<file path="config.mk">
export PLATFORM = sky130hd
export DESIGN_NAME = stuffed_frame_receiver_crc16_unit_flat
export DESIGN_NICKNAME = d
export VERILOG_FILES = /design/src/sv/sfr_pkg.sv /design/src/sv/sfr_byte_if.sv /design/src/sv/sfr_result_if.sv /design/src/sv/stuffed_frame_receiver_crc16_unit.sv /design/src/sv/sfr_in_stage.sv /design/src/sv/sfr_deframe.sv /design/src/sv/sfr_out_stage.sv /design/src/flat_wrapper.sv
export VERILOG_INCLUDE_DIRS = /design/src /design/src/sv
export SDC_FILE = /design/constraint.sdc
export NUM_CORES = 1
export LEC_CHECK = 0
export BUFFER_PORTS_ARGS = -buffer_cell sky130_fd_sc_hd__buf_4
export CAP_MARGIN = 5
export CORE_MARGIN = 2
export CORE_UTILIZATION = 49
export CTS_CLUSTER_DIAMETER = 200
export CTS_CLUSTER_SIZE = 8
export DETAILED_ROUTE_END_ITERATION = 10
export PLACE_DENSITY_LB_ADDON = 0.25
export SYNTH_ARGS = -nofsm -noshare
export SYNTH_HDL_FRONTEND = slang
export SYNTH_SLANG_ARGS = --single-unit
</file>
<file path="constraint.sdc">
create_clock -name clk -period 8.1 [get_ports clk]
set_input_delay 0.405 -clock clk [delete_from_list [all_inputs] [get_ports clk]]
set_output_delay 0.405 -clock clk [all_outputs]
set_load 0.005 [all_outputs]
</file>
<file path="src/sv/stuffed_frame_receiver_crc16_unit_macros.svh">
// ---------------------------------------------------------------------------
// Assertion macros for the stuffed frame receiver
// Implication checks on a clock with asynchronous active-low reset; empty
// bodies when SYNTH is defined.
// ---------------------------------------------------------------------------
`ifndef STUFFED_FRAME_RECEIVER_CRC16_UNIT_MACROS_SVH
`define STUFFED_FRAME_RECEIVER_CRC16_UNIT_MACROS_SVH
`ifndef SYNTH
`define SFR_ASSERT_IMP(name, clk, rst_n, ante, cons) \
	name: assert property (@(posedge clk) disable iff (!rst_n) (ante) |-> (cons)) \
		else $error("same-cycle check failed");
`define SFR_ASSERT_NEXT(name, clk, rst_n, ante, cons) \
	name: assert property (@(posedge clk) disable iff (!rst_n) (ante) |=> (cons)) \
		else $error("next-cycle check failed");
`else
`define SFR_ASSERT_IMP(name, clk, rst_n, ante, cons)
`define SFR_ASSERT_NEXT(name, clk, rst_n, ante, cons)
`endif
`endif

</file>
<file path="src/sv/sfr_pkg.sv">
// ---------------------------------------------------------------------------
// sfr_pkg
// Constants, result type and CRC-16 byte update for the stuffed frame receiver.
// ---------------------------------------------------------------------------
package sfr_pkg;

	localparam int SFR_MAX_STUFFED = 512;
	localparam int SFR_MAX_PAYLOAD = 256;

	localparam logic [7:0]  SOF_BYTE = 8'hAA;
	localparam logic [7:0]  ESC_BYTE = 8'h1B;
	localparam logic [7:0]  ESC_FLIP = 8'h20;
	localparam logic [15:0] CRC_POLY = 16'h1021;
	localparam logic [15:0] CRC_INIT = 16'hFFFF;
	localparam logic [15:0] CRC_TOP  = 16'h8000;

	typedef logic [1:0] kind_t;

	localparam kind_t KIND_DATA    = 2'd0;
	localparam kind_t KIND_GOOD    = 2'd1;
	localparam kind_t KIND_CRC_ERR = 2'd2;
	localparam kind_t KIND_LEN_ERR = 2'd3;

	typedef struct packed {
		kind_t      kind;
		logic [7:0] data_byte;
		logic [7:0] type_byte;
		logic [7:0] seq;
		logic [8:0] payload_count;
		logic       last;
	} sfr_result_t;

	function automatic logic [15:0] crc_add(input logic [15:0] c, input logic [7:0] b);
		logic [15:0] x;
		x = c ^ {b, 8'h00};
		for (int i = 0; i < 8; i++) begin
			if ((x & CRC_TOP) != 16'h0000) begin
				x = {x[14:0], 1'b0} ^ CRC_POLY;
			end else begin
				x = {x[14:0], 1'b0};
			end
		end
		return x;
	endfunction

endpackage

</file>
<file path="src/sv/sfr_byte_if.sv">
// ---------------------------------------------------------------------------
// sfr_byte_if
// Received byte channel: valid/ready handshake with one link byte per word.
// ---------------------------------------------------------------------------
interface sfr_byte_if;
	logic       valid;
	logic       ready;
	logic [7:0] rx_byte;

	modport source(output valid, output rx_byte, input ready);
	modport sink(input valid, input rx_byte, output ready);
endinterface

</file>
<file path="src/sv/sfr_result_if.sv">
// ---------------------------------------------------------------------------
// sfr_result_if
// Result channel: valid/ready handshake carrying payload bytes and frame ends.
// ---------------------------------------------------------------------------
interface sfr_result_if;
	import sfr_pkg::*;

	logic       valid;
	logic       ready;
	kind_t      kind;
	logic [7:0] data_byte;
	logic [7:0] type_byte;
	logic [7:0] seq;
	logic [8:0] payload_count;
	logic       last;

	modport source(output valid, output kind, output data_byte, output type_byte,
		output seq, output payload_count, output last, input ready);
	modport sink(input valid, input kind, input data_byte, input type_byte,
		input seq, input payload_count, input last, output ready);
endinterface

</file>
<file path="src/sv/stuffed_frame_receiver_crc16_unit.sv">
// ---------------------------------------------------------------------------
// stuffed_frame_receiver_crc16_unit
// Byte-stuffed frame receiver with CRC-16/CCITT-FALSE check.
// ---------------------------------------------------------------------------
// Takes one link byte per cycle. A taken byte sits in an input register, the
// parser and the one-byte CRC update run combinationally on it, and any result
// lands in an output register. Payload bytes stream out as they are unstuffed;
// the frame ends with a good, crc error or length error word, and the sink is
// to drop the frame's payload on error; the block does not enforce this. Input
// stalls only while the result register is full and not being taken.
module stuffed_frame_receiver_crc16_unit #(
	parameter int MAX_STUFFED = sfr_pkg::SFR_MAX_STUFFED,
	parameter int MAX_PAYLOAD = sfr_pkg::SFR_MAX_PAYLOAD
) (
	input  logic         clk,
	input  logic         arst_n,
	sfr_byte_if.sink     rx,
	sfr_result_if.source res
);
	import sfr_pkg::*;

	logic        valid_s1;
	logic [7:0]  byte_s1;
	logic        adv;
	logic        free;
	logic        fire;
	sfr_result_t result;

	assign adv = valid_s1 && free;

	sfr_in_stage u_in (
		.clk      (clk),
		.arst_n   (arst_n),
		.rx       (rx),
		.adv      (adv),
		.valid_s1 (valid_s1),
		.byte_s1  (byte_s1)
	);

	sfr_deframe #(
		.MAX_STUFFED (MAX_STUFFED),
		.MAX_PAYLOAD (MAX_PAYLOAD)
	) u_deframe (
		.clk     (clk),
		.arst_n  (arst_n),
		.adv     (adv),
		.byte_s1 (byte_s1),
		.fire    (fire),
		.res     (result)
	);

	sfr_out_stage u_out (
		.clk    (clk),
		.arst_n (arst_n),
		.fire   (fire),
		.res    (result),
		.free   (free),
		.out    (res)
	);

endmodule

</file>
<file path="src/sv/sfr_in_stage.sv">
// ---------------------------------------------------------------------------
// sfr_in_stage
// Input register: takes one link byte per word and holds it until processed.
// ---------------------------------------------------------------------------
module sfr_in_stage (
	input  logic        clk,
	input  logic        arst_n,
	sfr_byte_if.sink    rx,
	input  logic        adv,
	output logic        valid_s1,
	output logic [7:0]  byte_s1
);
	import sfr_pkg::*;

	logic take;

	assign rx.ready = !valid_s1 || adv;
	assign take     = rx.valid && rx.ready;

	always_ff @(posedge clk or negedge arst_n) begin
		if (!arst_n) begin
			valid_s1 <= 1'b0;
		end else if (take) begin
			valid_s1 <= 1'b1;
		end else if (adv) begin
			valid_s1 <= 1'b0;
		end
	end

	always_ff @(posedge clk) begin
		if (take) begin
			byte_s1 <= rx.rx_byte;
		end
	end

endmodule

</file>
<file path="src/sv/sfr_deframe.sv">
// ---------------------------------------------------------------------------
// sfr_deframe
// Frame parser: hunt, header, unstuffing, CRC-16 update and check, one byte
// per cycle while the pipeline advances, with replay of the header after a length error.
// ---------------------------------------------------------------------------
`include "stuffed_frame_receiver_crc16_unit_macros.svh"

module sfr_deframe #(
	parameter int MAX_STUFFED = sfr_pkg::SFR_MAX_STUFFED,
	parameter int MAX_PAYLOAD = sfr_pkg::SFR_MAX_PAYLOAD
) (
	input  logic                clk,
	input  logic                arst_n,
	input  logic                adv,
	input  logic [7:0]          byte_s1,
	output logic                fire,
	output sfr_pkg::sfr_result_t res
);
	import sfr_pkg::*;

	localparam int LW = $clog2(MAX_STUFFED + 1);
	localparam int CW = $clog2(MAX_PAYLOAD + 1);

	localparam logic [2:0] PH_HUNT  = 3'd0;
	localparam logic [2:0] PH_TYPE  = 3'd1;
	localparam logic [2:0] PH_SEQ   = 3'd2;
	localparam logic [2:0] PH_LENLO = 3'd3;
	localparam logic [2:0] PH_LENHI = 3'd4;
	localparam logic [2:0] PH_BODY  = 3'd5;
	localparam logic [2:0] PH_CRCLO = 3'd6;
	localparam logic [2:0] PH_CRCHI = 3'd7;

	logic [2:0]    phase_q, phase_d;
	logic [7:0]    type_q, type_d;
	logic [7:0]    seq_q, seq_d;
	logic [7:0]    lenlo_q, lenlo_d;
	logic [7:0]    crclo_q, crclo_d;
	logic [LW-1:0] rem_q, rem_d;
	logic [CW-1:0] cnt_q, cnt_d, cnt_n;
	logic          esc_q, esc_d;
	logic [15:0]   crc_q, crc_d;
	logic [15:0]   alt0_q, alt0_d;
	logic [15:0]   alt1_q, alt1_d;

	logic [15:0]   crc_n, crc_a0, crc_a1, crc_ff, len16;
	logic          len_err, hit, have;
	logic [7:0]    v;
	sfr_result_t   r;

	assign crc_n   = crc_add(crc_q, byte_s1);
	assign crc_a0  = crc_add(alt0_q, byte_s1);
	assign crc_a1  = crc_add(alt1_q, byte_s1);
	assign crc_ff  = crc_add(CRC_INIT, byte_s1);
	assign len16   = {byte_s1, lenlo_q};
	assign len_err = len16 > 16'(MAX_STUFFED);
	assign cnt_n   = cnt_q + CW'(1);

	always_comb begin
		phase_d = phase_q;
		type_d  = type_q;
		seq_d   = seq_q;
		lenlo_d = lenlo_q;
		crclo_d = crclo_q;
		rem_d   = rem_q;
		cnt_d   = cnt_q;
		esc_d   = esc_q;
		crc_d   = crc_q;
		alt0_d  = alt0_q;
		alt1_d  = alt1_q;
		hit     = 1'b0;
		have    = 1'b1;
		v       = byte_s1;
		r           = '0;
		r.type_byte = type_q;
		r.seq       = seq_q;
		unique case (phase_q)
			PH_HUNT: begin
				if (byte_s1 == SOF_BYTE) begin
					crc_d   = CRC_INIT;
					phase_d = PH_TYPE;
				end
			end
			PH_TYPE: begin
				type_d  = byte_s1;
				crc_d   = crc_n;
				phase_d = PH_SEQ;
			end
			PH_SEQ: begin
				seq_d   = byte_s1;
				crc_d   = crc_n;
				alt0_d  = crc_ff;
				phase_d = PH_LENLO;
			end
			PH_LENLO: begin
				lenlo_d = byte_s1;
				crc_d   = crc_n;
				alt0_d  = crc_a0;
				alt1_d  = crc_ff;
				phase_d = PH_LENHI;
			end
			PH_LENHI: begin
				if (len_err) begin
					hit    = 1'b1;
					r.kind = KIND_LEN_ERR;
					r.last = 1'b1;
					// rescan the stored header for a start byte and resume parsing after it
					if (type_q == SOF_BYTE) begin
						type_d  = seq_q;
						seq_d   = lenlo_q;
						lenlo_d = byte_s1;
						crc_d   = crc_a0;
						alt0_d  = crc_a1;
						alt1_d  = crc_ff;
						phase_d = PH_LENHI;
					end else if (seq_q == SOF_BYTE) begin
						type_d  = lenlo_q;
						seq_d   = byte_s1;
						crc_d   = crc_a1;
						alt0_d  = crc_ff;
						phase_d = PH_LENLO;
					end else if (lenlo_q == SOF_BYTE) begin
						type_d  = byte_s1;
						crc_d   = crc_ff;
						phase_d = PH_SEQ;
					end else if (byte_s1 == SOF_BYTE) begin
						crc_d   = CRC_INIT;
						phase_d = PH_TYPE;
					end else begin
						phase_d = PH_HUNT;
					end
				end else begin
					crc_d   = crc_n;
					rem_d   = len16[LW-1:0];
					cnt_d   = '0;
					esc_d   = 1'b0;
					phase_d = (len16 == 16'h0000) ? PH_CRCLO : PH_BODY;
				end
			end
			PH_BODY: begin
				crc_d = crc_n;
				rem_d = rem_q - LW'(1);
				if (esc_q) begin
					v     = byte_s1 ^ ESC_FLIP;
					esc_d = 1'b0;
				end else if (byte_s1 == ESC_BYTE) begin
					esc_d = 1'b1;
					have  = 1'b0;
				end
				if (have && (cnt_q < CW'(MAX_PAYLOAD))) begin
					cnt_d           = cnt_n;
					hit             = 1'b1;
					r.kind          = KIND_DATA;
					r.data_byte     = v;
					r.payload_count = 9'(cnt_n);
				end
				// drop a trailing escape
				if (rem_q == LW'(1)) begin
					esc_d   = 1'b0;
					phase_d = PH_CRCLO;
				end
			end
			PH_CRCLO: begin
				crclo_d = byte_s1;
				phase_d = PH_CRCHI;
			end
			PH_CRCHI: begin
				hit             = 1'b1;
				r.kind          = ({byte_s1, crclo_q} == crc_q) ? KIND_GOOD : KIND_CRC_ERR;
				r.payload_count = 9'(cnt_q);
				r.last          = 1'b1;
				phase_d         = PH_HUNT;
			end
		endcase
	end

	assign fire = adv && hit;
	assign res  = r;

	always_ff @(posedge clk or negedge arst_n) begin
		if (!arst_n) begin
			phase_q <= PH_HUNT;
			type_q  <= '0;
			seq_q   <= '0;
			lenlo_q <= '0;
			crclo_q <= '0;
			rem_q   <= '0;
			cnt_q   <= '0;
			esc_q   <= 1'b0;
			crc_q   <= CRC_INIT;
			alt0_q  <= CRC_INIT;
			alt1_q  <= CRC_INIT;
		end else if (adv) begin
			phase_q <= phase_d;
			type_q  <= type_d;
			seq_q   <= seq_d;
			lenlo_q <= lenlo_d;
			crclo_q <= crclo_d;
			rem_q   <= rem_d;
			cnt_q   <= cnt_d;
			esc_q   <= esc_d;
			crc_q   <= crc_d;
			alt0_q  <= alt0_d;
			alt1_q  <= alt1_d;
		end
	end

	`SFR_ASSERT_NEXT(a_end_leaves_frame, clk, arst_n, fire && r.last, (phase_q != PH_BODY) && (phase_q != PH_CRCLO) && (phase_q != PH_CRCHI))
	`SFR_ASSERT_IMP(a_data_in_body, clk, arst_n, fire && (r.kind == KIND_DATA), phase_q == PH_BODY)
	`SFR_ASSERT_NEXT(a_count_steps, clk, arst_n, fire && (r.kind == KIND_DATA), cnt_q == $past(cnt_q) + CW'(1))
	`SFR_ASSERT_IMP(a_body_has_bytes, clk, arst_n, phase_q == PH_BODY, rem_q != '0)
	`SFR_ASSERT_IMP(a_count_capped, clk, arst_n, 1'b1, cnt_q <= CW'(MAX_PAYLOAD))

endmodule

</file>
<file path="src/sv/sfr_out_stage.sv">
// ---------------------------------------------------------------------------
// sfr_out_stage
// Result register: holds one result word until the sink takes it.
// ---------------------------------------------------------------------------
module sfr_out_stage (
	input  logic                clk,
	input  logic                arst_n,
	input  logic                fire,
	input  sfr_pkg::sfr_result_t res,
	output logic                free,
	sfr_result_if.source        out
);
	import sfr_pkg::*;

	logic        res_valid_q;
	sfr_result_t res_q;

	assign free = !res_valid_q || out.ready;

	always_ff @(posedge clk or negedge arst_n) begin
		if (!arst_n) begin
			res_valid_q <= 1'b0;
		end else if (fire) begin
			res_valid_q <= 1'b1;
		end else if (out.ready) begin
			res_valid_q <= 1'b0;
		end
	end

	always_ff @(posedge clk) begin
		if (fire) begin
			res_q <= res;
		end
	end

	assign out.valid         = res_valid_q;
	assign out.kind          = res_q.kind;
	assign out.data_byte     = res_q.data_byte;
	assign out.type_byte     = res_q.type_byte;
	assign out.seq           = res_q.seq;
	assign out.payload_count = res_q.payload_count;
	assign out.last          = res_q.last;

endmodule
</file>
<file path="src/flat_wrapper.sv">
// flat-port wrapper written by rule: the top's interface ports become plain ports
module stuffed_frame_receiver_crc16_unit_flat import sfr_pkg::*;
#(
	parameter int MAX_STUFFED = sfr_pkg::SFR_MAX_STUFFED,
	parameter int MAX_PAYLOAD = sfr_pkg::SFR_MAX_PAYLOAD
)
  (clk, arst_n, rx_valid, rx_rx_byte, rx_ready, res_valid, res_kind, res_data_byte, res_type_byte, res_seq, res_payload_count, res_last, res_ready);
  sfr_byte_if rx_i ();
  sfr_result_if res_i ();
  input  logic clk;
  input  logic arst_n;
  input wire logic [$bits(rx_i.valid)-1:0] rx_valid;
  input wire logic [$bits(rx_i.rx_byte)-1:0] rx_rx_byte;
  output wire logic [$bits(rx_i.ready)-1:0] rx_ready;
  output wire logic [$bits(res_i.valid)-1:0] res_valid;
  output wire logic [$bits(res_i.kind)-1:0] res_kind;
  output wire logic [$bits(res_i.data_byte)-1:0] res_data_byte;
  output wire logic [$bits(res_i.type_byte)-1:0] res_type_byte;
  output wire logic [$bits(res_i.seq)-1:0] res_seq;
  output wire logic [$bits(res_i.payload_count)-1:0] res_payload_count;
  output wire logic [$bits(res_i.last)-1:0] res_last;
  input wire logic [$bits(res_i.ready)-1:0] res_ready;
  assign rx_i.valid = rx_valid;
  assign rx_i.rx_byte = rx_rx_byte;
  assign rx_ready = rx_i.ready;
  assign res_valid = res_i.valid;
  assign res_kind = res_i.kind;
  assign res_data_byte = res_i.data_byte;
  assign res_type_byte = res_i.type_byte;
  assign res_seq = res_i.seq;
  assign res_payload_count = res_i.payload_count;
  assign res_last = res_i.last;
  assign res_i.ready = res_ready;
  stuffed_frame_receiver_crc16_unit #(.MAX_STUFFED(MAX_STUFFED), .MAX_PAYLOAD(MAX_PAYLOAD)) u_core (.clk(clk), .arst_n(arst_n), .rx(rx_i), .res(res_i));
endmodule
</file>
==> results of run 1 <==
sequential cells by signal (all words and copies together) (netlist names), 2 cells and up:
signal,flops
u_core.u_out.out.seq,8
u_core.u_deframe.phase_q,3
u_core.u_deframe.alt0_q,16
u_core.u_deframe.cnt_q,9
u_core.u_out.out.type_byte,8
u_core.u_out.out.data_byte,8
u_core.u_out.out.payload_count,9
u_core.u_deframe.rem_q,10
u_core.u_deframe.type_q,8
u_core.u_out.out.kind,2
u_core.u_deframe.crc_q,16
u_core.u_deframe.seq_q,8
u_core.u_deframe.crclo_q,8
u_core.u_in.byte_s1,8
u_core.u_deframe.alt1_q,15
u_core.u_deframe.lenlo_q,8
power by group:
part / switching, uW / internal, uW / total (uW)
combinational: 450 / 404 / 854
clock: 336 / 432 / 768
sequential: 190 / 968 / 1160
cells in the final DEF (no fill, tap or decap), types with 17 or more instances in the layout:
cell         n
nor2_1      66
clkbuf_16   17
o21ai_0     28
a21oi_1     51
buf_4       60
edfxtp_1    44
dfrtp_1     57
dfstp_2     47
nand2_1    109
o21ai_1     52
xor2_1      32
xnor2_1     77
synthesized netlist by cell type (10+ instances only):
cell type,number,area share [%]
nand2_1,109,4.8
xnor2_1,77,7.9
nor2_1,67,2.9
dfrtp_1,57,17
o21ai_1,52,3.0
a21oi_1,51,3.0
dfstp_2,47,14
edfxtp_1,44,15
clkbuf_1,33,1.4
xor2_1,32,3.3
o21ai_0,28,1.6
buf_2,18,1.1
and3_1,15,1.1
nand3_1,15,0.88
o22ai_1,13,0.95
a22oi_1,11,0.96
o221ai_1,11,1.1
a22o_1,10,1.0
a31oi_1,10,0.73
mux2i_1,10,1.2
o32a_1,10,1.2
worst paths after layout:
| kind | slack (ns) | end | start |
|---|---|---|---|
| hold reg to reg | 0.47 | u_core.u_deframe.alt0_q[7] | u_core.u_deframe.alt0_q[7] |
| setup reg to reg | 4.92 | u_core.u_out.out.seq[4] | u_core.u_in.byte_s1[7] |
| min in group clk | 0.15 | u_core.u_in.byte_s1[3] | rx_rx_byte[3] |
| hold / removal | 0.04 | u_core.u_deframe.seq_q[0] | arst_n |
| setup / recovery | 4.92 | u_core.u_out.out.seq[4] | u_core.u_in.byte_s1[7] |
| max in group asynchronous | 6.95 | u_core.u_deframe.crclo_q[7] | arst_n |
metrics by stage:
stage | setup WS [ns] | util, % | hold WS, ns | std cells | total power, uW
finish | 4.92 | 56.1 | 0.0411 | 1135 | 2780
global route | 4.75 | 56.1 | 0.0932 | 1135 | 2940
CTS | 4.95 | 56.1 | 0.0729 | 1135 | 2780
detailed placement | 4.99 | 52.7 | 0.462 | 1103 | 2010
global placement | 5.11 | 52.7 | 0.456 | 1103 | 1990
floorplan | 4.78 | - | 0.109 | 877 | 1810
logic make-up after synthesis:
| kind of cell | count (synthesis) |
|---|---|
| AO/OA/AOI/OAI | 247 |
| flip-flops | 148 |
| AND/OR/NAND/NOR | 276 |
| multiplexers | 19 |
| XOR/XNOR | 117 |
| buffers and inverters | 67 |
| adder cells (fa/ha/maj) | 3 |
final cells by class:
cell class	instances	area [um^2]	share of cell area, %
Clock buffer	18	429	4.46
Clock inverter	14	141	1.47
Inverter	8	30.0	0.312
Multi-Input combinational cell	662	4320	44.8
Sequential cell	148	3980	41.4
Tap cell	225	282	2.92
Timing Repair Buffer	60	450	4.68
per-layer routing:
layer | track usage [%] | up-vias
met5 | 0 | -
met4 | 7.87 | 0
met3 | 6.82 | 34
met2 | 37.1 | 297
met1 | 38.1 | 3242
li1 | - | 3201
critical path: stages, from the launching register on:
cell,delay (ns)
edfxtp_1,0.92
nor4b_1,0.19
a31oi_2,0.45
and2_1,0.29
nor2_1,0.12
nor2_4,0.81
==> flow_metrics.tcl, run 1 <==
set metrics [dict create \
    synthFlopType "dfrtp_1" \
    slew_viol_final 0 \
    num_antenna_cells 0 \
    cts_resized 0 \
    die_h_um 136 \
    clockRootBuffer "clkbuf_16" \
    relSlewSlack_pct 21.4 \
    rows 48 \
    drt-pass1-iter-count 7 \
    ys_ff_latch 148 \
    syn_avg_cell_area_um2 9.77 \
    met1Wirelength_mm 10.5 \
    reg2reg_depth 5 \
    wl_per_cell_um 20.2 \
    pin_count 50 \
    fin_skew_ns 0.00782 \
    viasPerCell 5.97 \
    maxCapViolations 0 \
    gr-total-overflow 0 \
    drt_iter0_drc 782 \
    ant_nets 0 \
    synth.mux.area_fraction_pct 2.35 \
    cts_tree "built" \
    synthXorXnorAreaFrac_pct 12.8 \
    filler_cell_count 1548 \
    grt_pass1_vias 6428 \
    critPathLaunchType "flip-flop" \
    synth_edf_count 44 \
    place_hpwl_mm 15.9 \
    syn_inst 877 \
    peakVddDrop_uv 190 \
    worst_pin_slew_ns 1.18 \
    gp_congestion 0.899 \
    htree_levels 4 \
    drc 0 \
    dr_wl_met2_mm 10.0 \
    hold_viol 0 \
    synth_nets 892 \
    fmax_mhz 314 \
    area_delta_synth_final_pct 12.4 \
    final_area_um2 9630 \
    portBuffers 49 \
    dieArea_um2 18600 \
    critPathArrivalTime_ns 3.23 \
    clockBufferDepth 2 \
    synth_top_family_by_area "compound AO/OA/AOI/OAI gates" \
    synthArstFlopShare_pct 70.3 \
    required_ns 8.15 \
    setup_viol 0 \
    clk_pin_slew_ns 0.07 \
    fin_nets 912 \
    powerDensity_nw_per_um2 289 \
    post_cts_buffers 0 \
    syn_area_um2 8570 \
    wl_mm 22.9 \
    grt_max_degree 59 \
    place_area_um2 9060 \
    cts_hold_buf 0 \
    ys_warn_count 0 \
    fp.dieW_um 136 \
    crit_fanout 36 \
    start_util_pct 49.9 \
    core-area_um2 17200 \
    crit_type "reg2reg" \
    worstSetupEndpointType "flip-flop" \
    clock-sinks 148 \
    vias 6774 \
    clock_latency_ns 0.43 \
    p_leak_uw 0.00387 \
    met3_length_mm 1.94 \
    synth_fa_ha_area_share_pct 0.438 \
    grt_setup_unrepaired "no" \
    final.setup.tns_ns 0 \
    synth_seq_area_share_pct 46.5 \
    status "completed" \
    drive_above_1_share_pct 19.7 \
    holdCritPathClass "in2async" \
    top_layer "met4" \
    min_period_over_period_pct 39.3 \
    antenna_found_initial 0 \
    synthSimpleGateAreaFrac_pct 15.5 \
    synth_compound_area_share_pct 19.0 \
    min_period_ns 3.18 \
    cts_buffers 17 \
    yosysUniqueCellTypes 75 \
    grt_pass1_wl_mm 36.6 \
    grt_usage_pct 25.8 \
]
No activity file was read; power rests on OpenSTA's default activity.
==> inputs of run 2 (changes only) <==
Clock period 8.1 ns to 2.85 ns, I/O delays scaled along.
==> flow_metrics.tcl, run 2 (synthesis gave the netlist of run 1 again) <==
set metrics [dict create \
    status "completed" \
    setup_viol 0 \
    vias 7036 \
    post_cts_buffers 0 \
    worstSetupEndpointType "flip-flop" \
    drive_above_1_share_pct 22.3 \
    use_met2_pct 37.2 \
    fin_nets 956 \
    min_period_over_period_pct 91.2 \
    grt_max_degree 60 \
    utilization_pct 58.2 \
    grt_usage_pct 26.4 \
    relSlewSlack_pct 29.7 \
    clockBufferDepth 2 \
    top_regs "u_core.u_deframe.alt0_q (16), u_core.u_deframe.crc_q (16), u_core.u_deframe.alt1_q (15)" \
    final.setup.tns_ns 0 \
    drt-pass1-iter-count 6 \
    num_antenna_cells 0 \
    drc 0 \
    clock-sinks 148 \
    critPathArrivalTime_ns 2.96 \
    peakVddDrop_uv 494 \
    maxCapViolations 0 \
    pin_count 50 \
    cts_tree "built" \
    layout_common_cells "109 x nand2_1, 92 x buf_4, 77 x xnor2_1" \
    cts_buffers 17 \
    p_leak_uw 0.00408 \
    pwr-share-seq_pct 40.8 \
    rows 48 \
    clockRootBuffer "clkbuf_16" \
    wl_per_cell_um 19.8 \
    grt_use_met3_pct 5.52 \
    fmax_mhz 385 \
    powerDensity_nw_per_um2 795 \
    htree_levels 4 \
    fin_skew_ns 0.00762 \
    drt_iter0_drc 818 \
    dieArea_um2 18600 \
    dp.cells 1137 \
    grt_pass1_vias 6522 \
    viasPerCell 5.97 \
    final_common_cell "nand2_1" \
    critPathLaunchType "flip-flop" \
    hold_viol 0 \
    p_int_uw 5110 \
    crit_fanout 15 \
    area_delta_synth_final_pct 16.6 \
    antenna_found_initial 0 \
    gr-total-overflow 0 \
    start_util_pct 49.9 \
    fin_cells 1179 \
    fp.dieW_um 136 \
    p_clk_share_pct 27.1 \
    wl_mm 23.4 \
    required_ns 3.21 \
    portBuffers 49 \
    place_hpwl_mm 16.8 \
    top_usage_layer "met1" \
    comb_power_share_pct 32.1 \
    use_met1_pct 40.0 \
    grt_pass1_wl_mm 37.0 \
    die_h_um 136 \
    slew_viol_final 0 \
    min_period_ns 2.60 \
    ant_nets 0 \
    holdCritPathClass "in2reg" \
    clk_pin_slew_ns 0.07 \
    p_sw_share_pct 35.6 \
    grt_setup_unrepaired "no" \
    clock_latency_ns 0.44 \
    filler_cell_count 1470 \
    finalHoldWorstSlack_ns 0.0688 \
    core-area_um2 17200 \
    power_switching_uw 2830 \
    crit_type "reg2reg" \
    worst_pin_slew_ns 1.05 \
    gp_congestion 0.957 \
]
run 2: changes by cell type in the layout (fill, tap and decap cells not counted), moves of 2 or more:
cell           delta
clkinvlp_4        +3
buf_12            +2
dlygate4sd3_1    +10
clkinv_4          -2
buf_4            +32
run 2: layout make-up:
cell class              count  area (um^2)  share of cell area (%)
multi-input cells         662         4310                    43.1
flip-flops and latches    148         3980                    39.8
repair buffers            104          831                    8.31
clock buffers              19          443                    4.43
well taps                 225          282                    2.82
clock inverters            13          120                    1.20
inverters                   8         30.0                   0.300
run 2: power by group through the flow:
stage / Clock [uW] / Combinational, uW / Sequential [uW]
floorplan: 0 / 2090 / 3050
global placement: 0 / 2450 / 3250
global route: 2270 / 2800 / 3290
finish: 2150 / 2550 / 3240
CTS: 2180 / 2530 / 3230
detailed placement: 0 / 2500 / 3260
run 2: repair_timing:
item / 4_1_cts / 5_1_grt
hold buffers: 10 / 0
gates resized for setup: 0 / 0
endpoints found under the hold margin: 22 / 0
run 2: through the flow:
step | cell area (um^2) | power (uW) | worst slack [ns]
after floorplan | 8570 | 5140 | 0.114
after global placement | 9330 | 5710 | 0.330
after detailed placement | 9330 | 5760 | 0.301
after CTS | 10000 | 7940 | 0.275
after global routing | 10000 | 8360 | 0.111
final | 10000 | 7950 | 0.251
run 2: worst paths after layout:
path / endpoint / slack (ns) / depth (start not counted) / startpoint
worst max register to register: u_core.u_deframe.rem_q[6] / 0.25 / 7 / u_core.u_deframe.lenlo_q[1]
worst min-delay path: u_core.u_in.valid_s1 / 0.07 / 3 / res_ready
min in group asynchronous: u_core.u_deframe.rem_q[3] / 0.26 / 2 / arst_n
max in group asynchronous: u_core.u_deframe.crc_q[11] / 1.80 / 3 / arst_n
worst max-delay path: u_core.u_deframe.rem_q[6] / 0.25 / 7 / u_core.u_deframe.lenlo_q[1]
worst min register to register: u_core.u_deframe.alt1_q[0] / 0.47 / 2 / u_core.u_deframe.alt1_q[0]
run 2: routing by layer:
metal / vias to the layer above / wire [um]
met5: - / 0
met2: 333 / 10300
li1: 3290 / -
met4: 0 / 552
met1: 3367 / 10700
met3: 46 / 1820
run 2: critical path, cell delays in order, from the launching register on:
cell       delay [ns]
dfrtp_1          0.44
or4_1            0.63
o31a_1           0.31
o21ai_2          0.16
buf_4            0.23
nand2_1          0.34
a21oi_1          0.24
a2bb2oi_1        0.17
==> inputs of run 3 (changes only) <==
Settings changed: GPL_TIMING_DRIVEN set to 1, PLACE_DENSITY set to 0.69, PLACE_DENSITY_LB_ADDON 0.25 to unset.
==> flow_metrics.tcl, run 3 (synthesis gave the netlist of run 1 again) <==
set metrics [dict create \
    p_leak_uw 0.00409 \
    num_antenna_cells 0 \
    vias 7066 \
    top_regs "u_core.u_deframe.alt0_q (16), u_core.u_deframe.crc_q (16), u_core.u_deframe.alt1_q (15)" \
    hold_viol 0 \
    r2r_slack_ns 0.21 \
    fmax_mhz 378 \
    relSlewSlack_pct 33.1 \
    drive_above_1_share_pct 22.4 \
    place_area_um2 9330 \
    min_period_ns 2.64 \
    peakVddDrop_uv 615 \
    wl_mm 23.8 \
    grt_usage_pct 26.8 \
    layout_common_cells "109 x nand2_1, 94 x buf_4, 77 x xnor2_1" \
    portBuffers 49 \
    hold_end "u_core.u_in.valid_s1" \
    reg2reg_depth 7 \
    place_hpwl_mm 17.1 \
    whs_path_depth 3 \
    clk_pin_slew_ns 0.06 \
    core-area_um2 17200 \
    fin_skew_ns 0.00967 \
    post_cts_buffers 0 \
    ant_nets 0 \
    fp.dieW_um 136 \
    crit_type "reg2reg" \
    crit_fanout 15 \
    start_util_pct 49.9 \
    r2r_start "u_core.u_deframe.lenlo_q[1]" \
    dieArea_um2 18600 \
    viasPerCell 5.99 \
    rows 48 \
    powerDensity_nw_per_um2 801 \
    grt_max_degree 50 \
    clockRootBuffer "clkbuf_16" \
    die_h_um 136 \
    holdCritPathClass "in2reg" \
    clock-sinks 148 \
    htree_levels 4 \
    critPathArrivalTime_ns 2.99 \
    min_period_over_period_pct 92.8 \
    critPathLaunchType "flip-flop" \
    gr-total-overflow 0 \
    cts_tree "built" \
    seqCellArea_um2 3980 \
    maxCapViolations 0 \
    wl_per_cell_um 20.2 \
    antenna_found_initial 0 \
    gp_congestion 0.936 \
    worst_pin_slew_ns 1.00 \
    total_power_uw 8010 \
    final_common_cell "nand2_1" \
    worstSetupEndpointType "flip-flop" \
    drt_iter0_drc 872 \
    multi_input_comb_area_um2 4310 \
    fin_nets 957 \
    grt_pass1_wl_mm 37.7 \
    clock_latency_ns 0.43 \
    final.setup.tns_ns 0 \
    slew_viol_final 0 \
    setup_viol 0 \
    clockBufferDepth 2 \
    pin_count 50 \
    area_delta_synth_final_pct 16.7 \
    grt_setup_unrepaired "no" \
    status "completed" \
    cts_buffers 17 \
    required_ns 3.20 \
    hp-start "res_ready" \
    final_area_um2 10000 \
    drt-pass1-iter-count 7 \
    grt_pass1_vias 6608 \
    reg2reg_to "u_core.u_deframe.rem_q[6]" \
    drc 0 \
    filler_cell_count 1515 \
]
run 3: layout make-up:
| cell class | count | share of cell area, % |
|---|---|---|
| multi-input combinational | 662 | 43.1 |
| sequential | 148 | 39.8 |
| timing repair buffer | 105 | 8.26 |
| clock buffer | 17 | 4.25 |
| tap | 225 | 2.81 |
| clock inverter | 15 | 1.43 |
| inverter | 8 | 0.300 |
run 3: power breakdown:
| part | switching, uW | leakage [uW] | internal [uW] | total, uW |
|---|---|---|---|---|
| combinational | 1370 | 0.00211 | 1200 | 2570 |
| sequential | 500 | 0.00170 | 2750 | 3250 |
| clock | 968 | 0.000278 | 1220 | 2190 |
run 3: critical path, cell delays in order (launching register included):
cell and delay, ns:
dfrtp_1 0.44, or4_1 0.63, o31a_1 0.30, o21ai_2 0.17, buf_4 0.23, nand2_1 0.36, a21oi_1 0.25, a2bb2oi_1 0.18
run 3: what timing repair did:
item	in CTS	in global routing
resized for setup	0	1
hold buffers	10	0
setup endpoints to repair	0	2
hold endpoints to repair	33	0
run 3: worst max-delay path by stage:
stage | startpoint | endpoint | slack, ns
3_5_place_dp | u_core.u_in.byte_s1[2] | u_core.u_deframe.rem_q[6] | 0.19
3_3_place_gp | u_core.u_in.byte_s1[7] | u_core.u_out.out.payload_count[4] | 0.33
2_1_floorplan | u_core.u_in.byte_s1[3] | u_core.u_out.out.data_byte[0] | 0.11
5_1_grt | u_core.u_deframe.lenlo_q[1] | u_core.u_deframe.rem_q[6] | 0.01
6_report | u_core.u_deframe.lenlo_q[1] | u_core.u_deframe.rem_q[6] | 0.21
4_1_cts | u_core.u_in.byte_s1[2] | u_core.u_deframe.rem_q[6] | 0.21
run 3: per-stage QoR:
step	utilization, %	setup slack (ns)	hold slack [ns]	cells
2_1_floorplan	-	0.114	-0.153	877
3_3_place_gp	54.3	0.325	0.191	1138
3_5_place_dp	54.3	0.190	0.194	1138
4_1_cts	58.2	0.210	0.0767	1180
5_1_grt	58.2	0.0125	0.106	1180
6_report	58.2	0.206	0.102	1180
run 3: layer usage:
layer | vias to the layer above | GRT usage [%] | routed length (um)
li1 | 3296 | - | -
met1 | 3404 | 40.6 | 11100
met2 | 332 | 38.6 | 10400
met3 | 34 | 4.62 | 1750
met4 | 0 | 9.20 | 585
met5 | - | 0 | 0
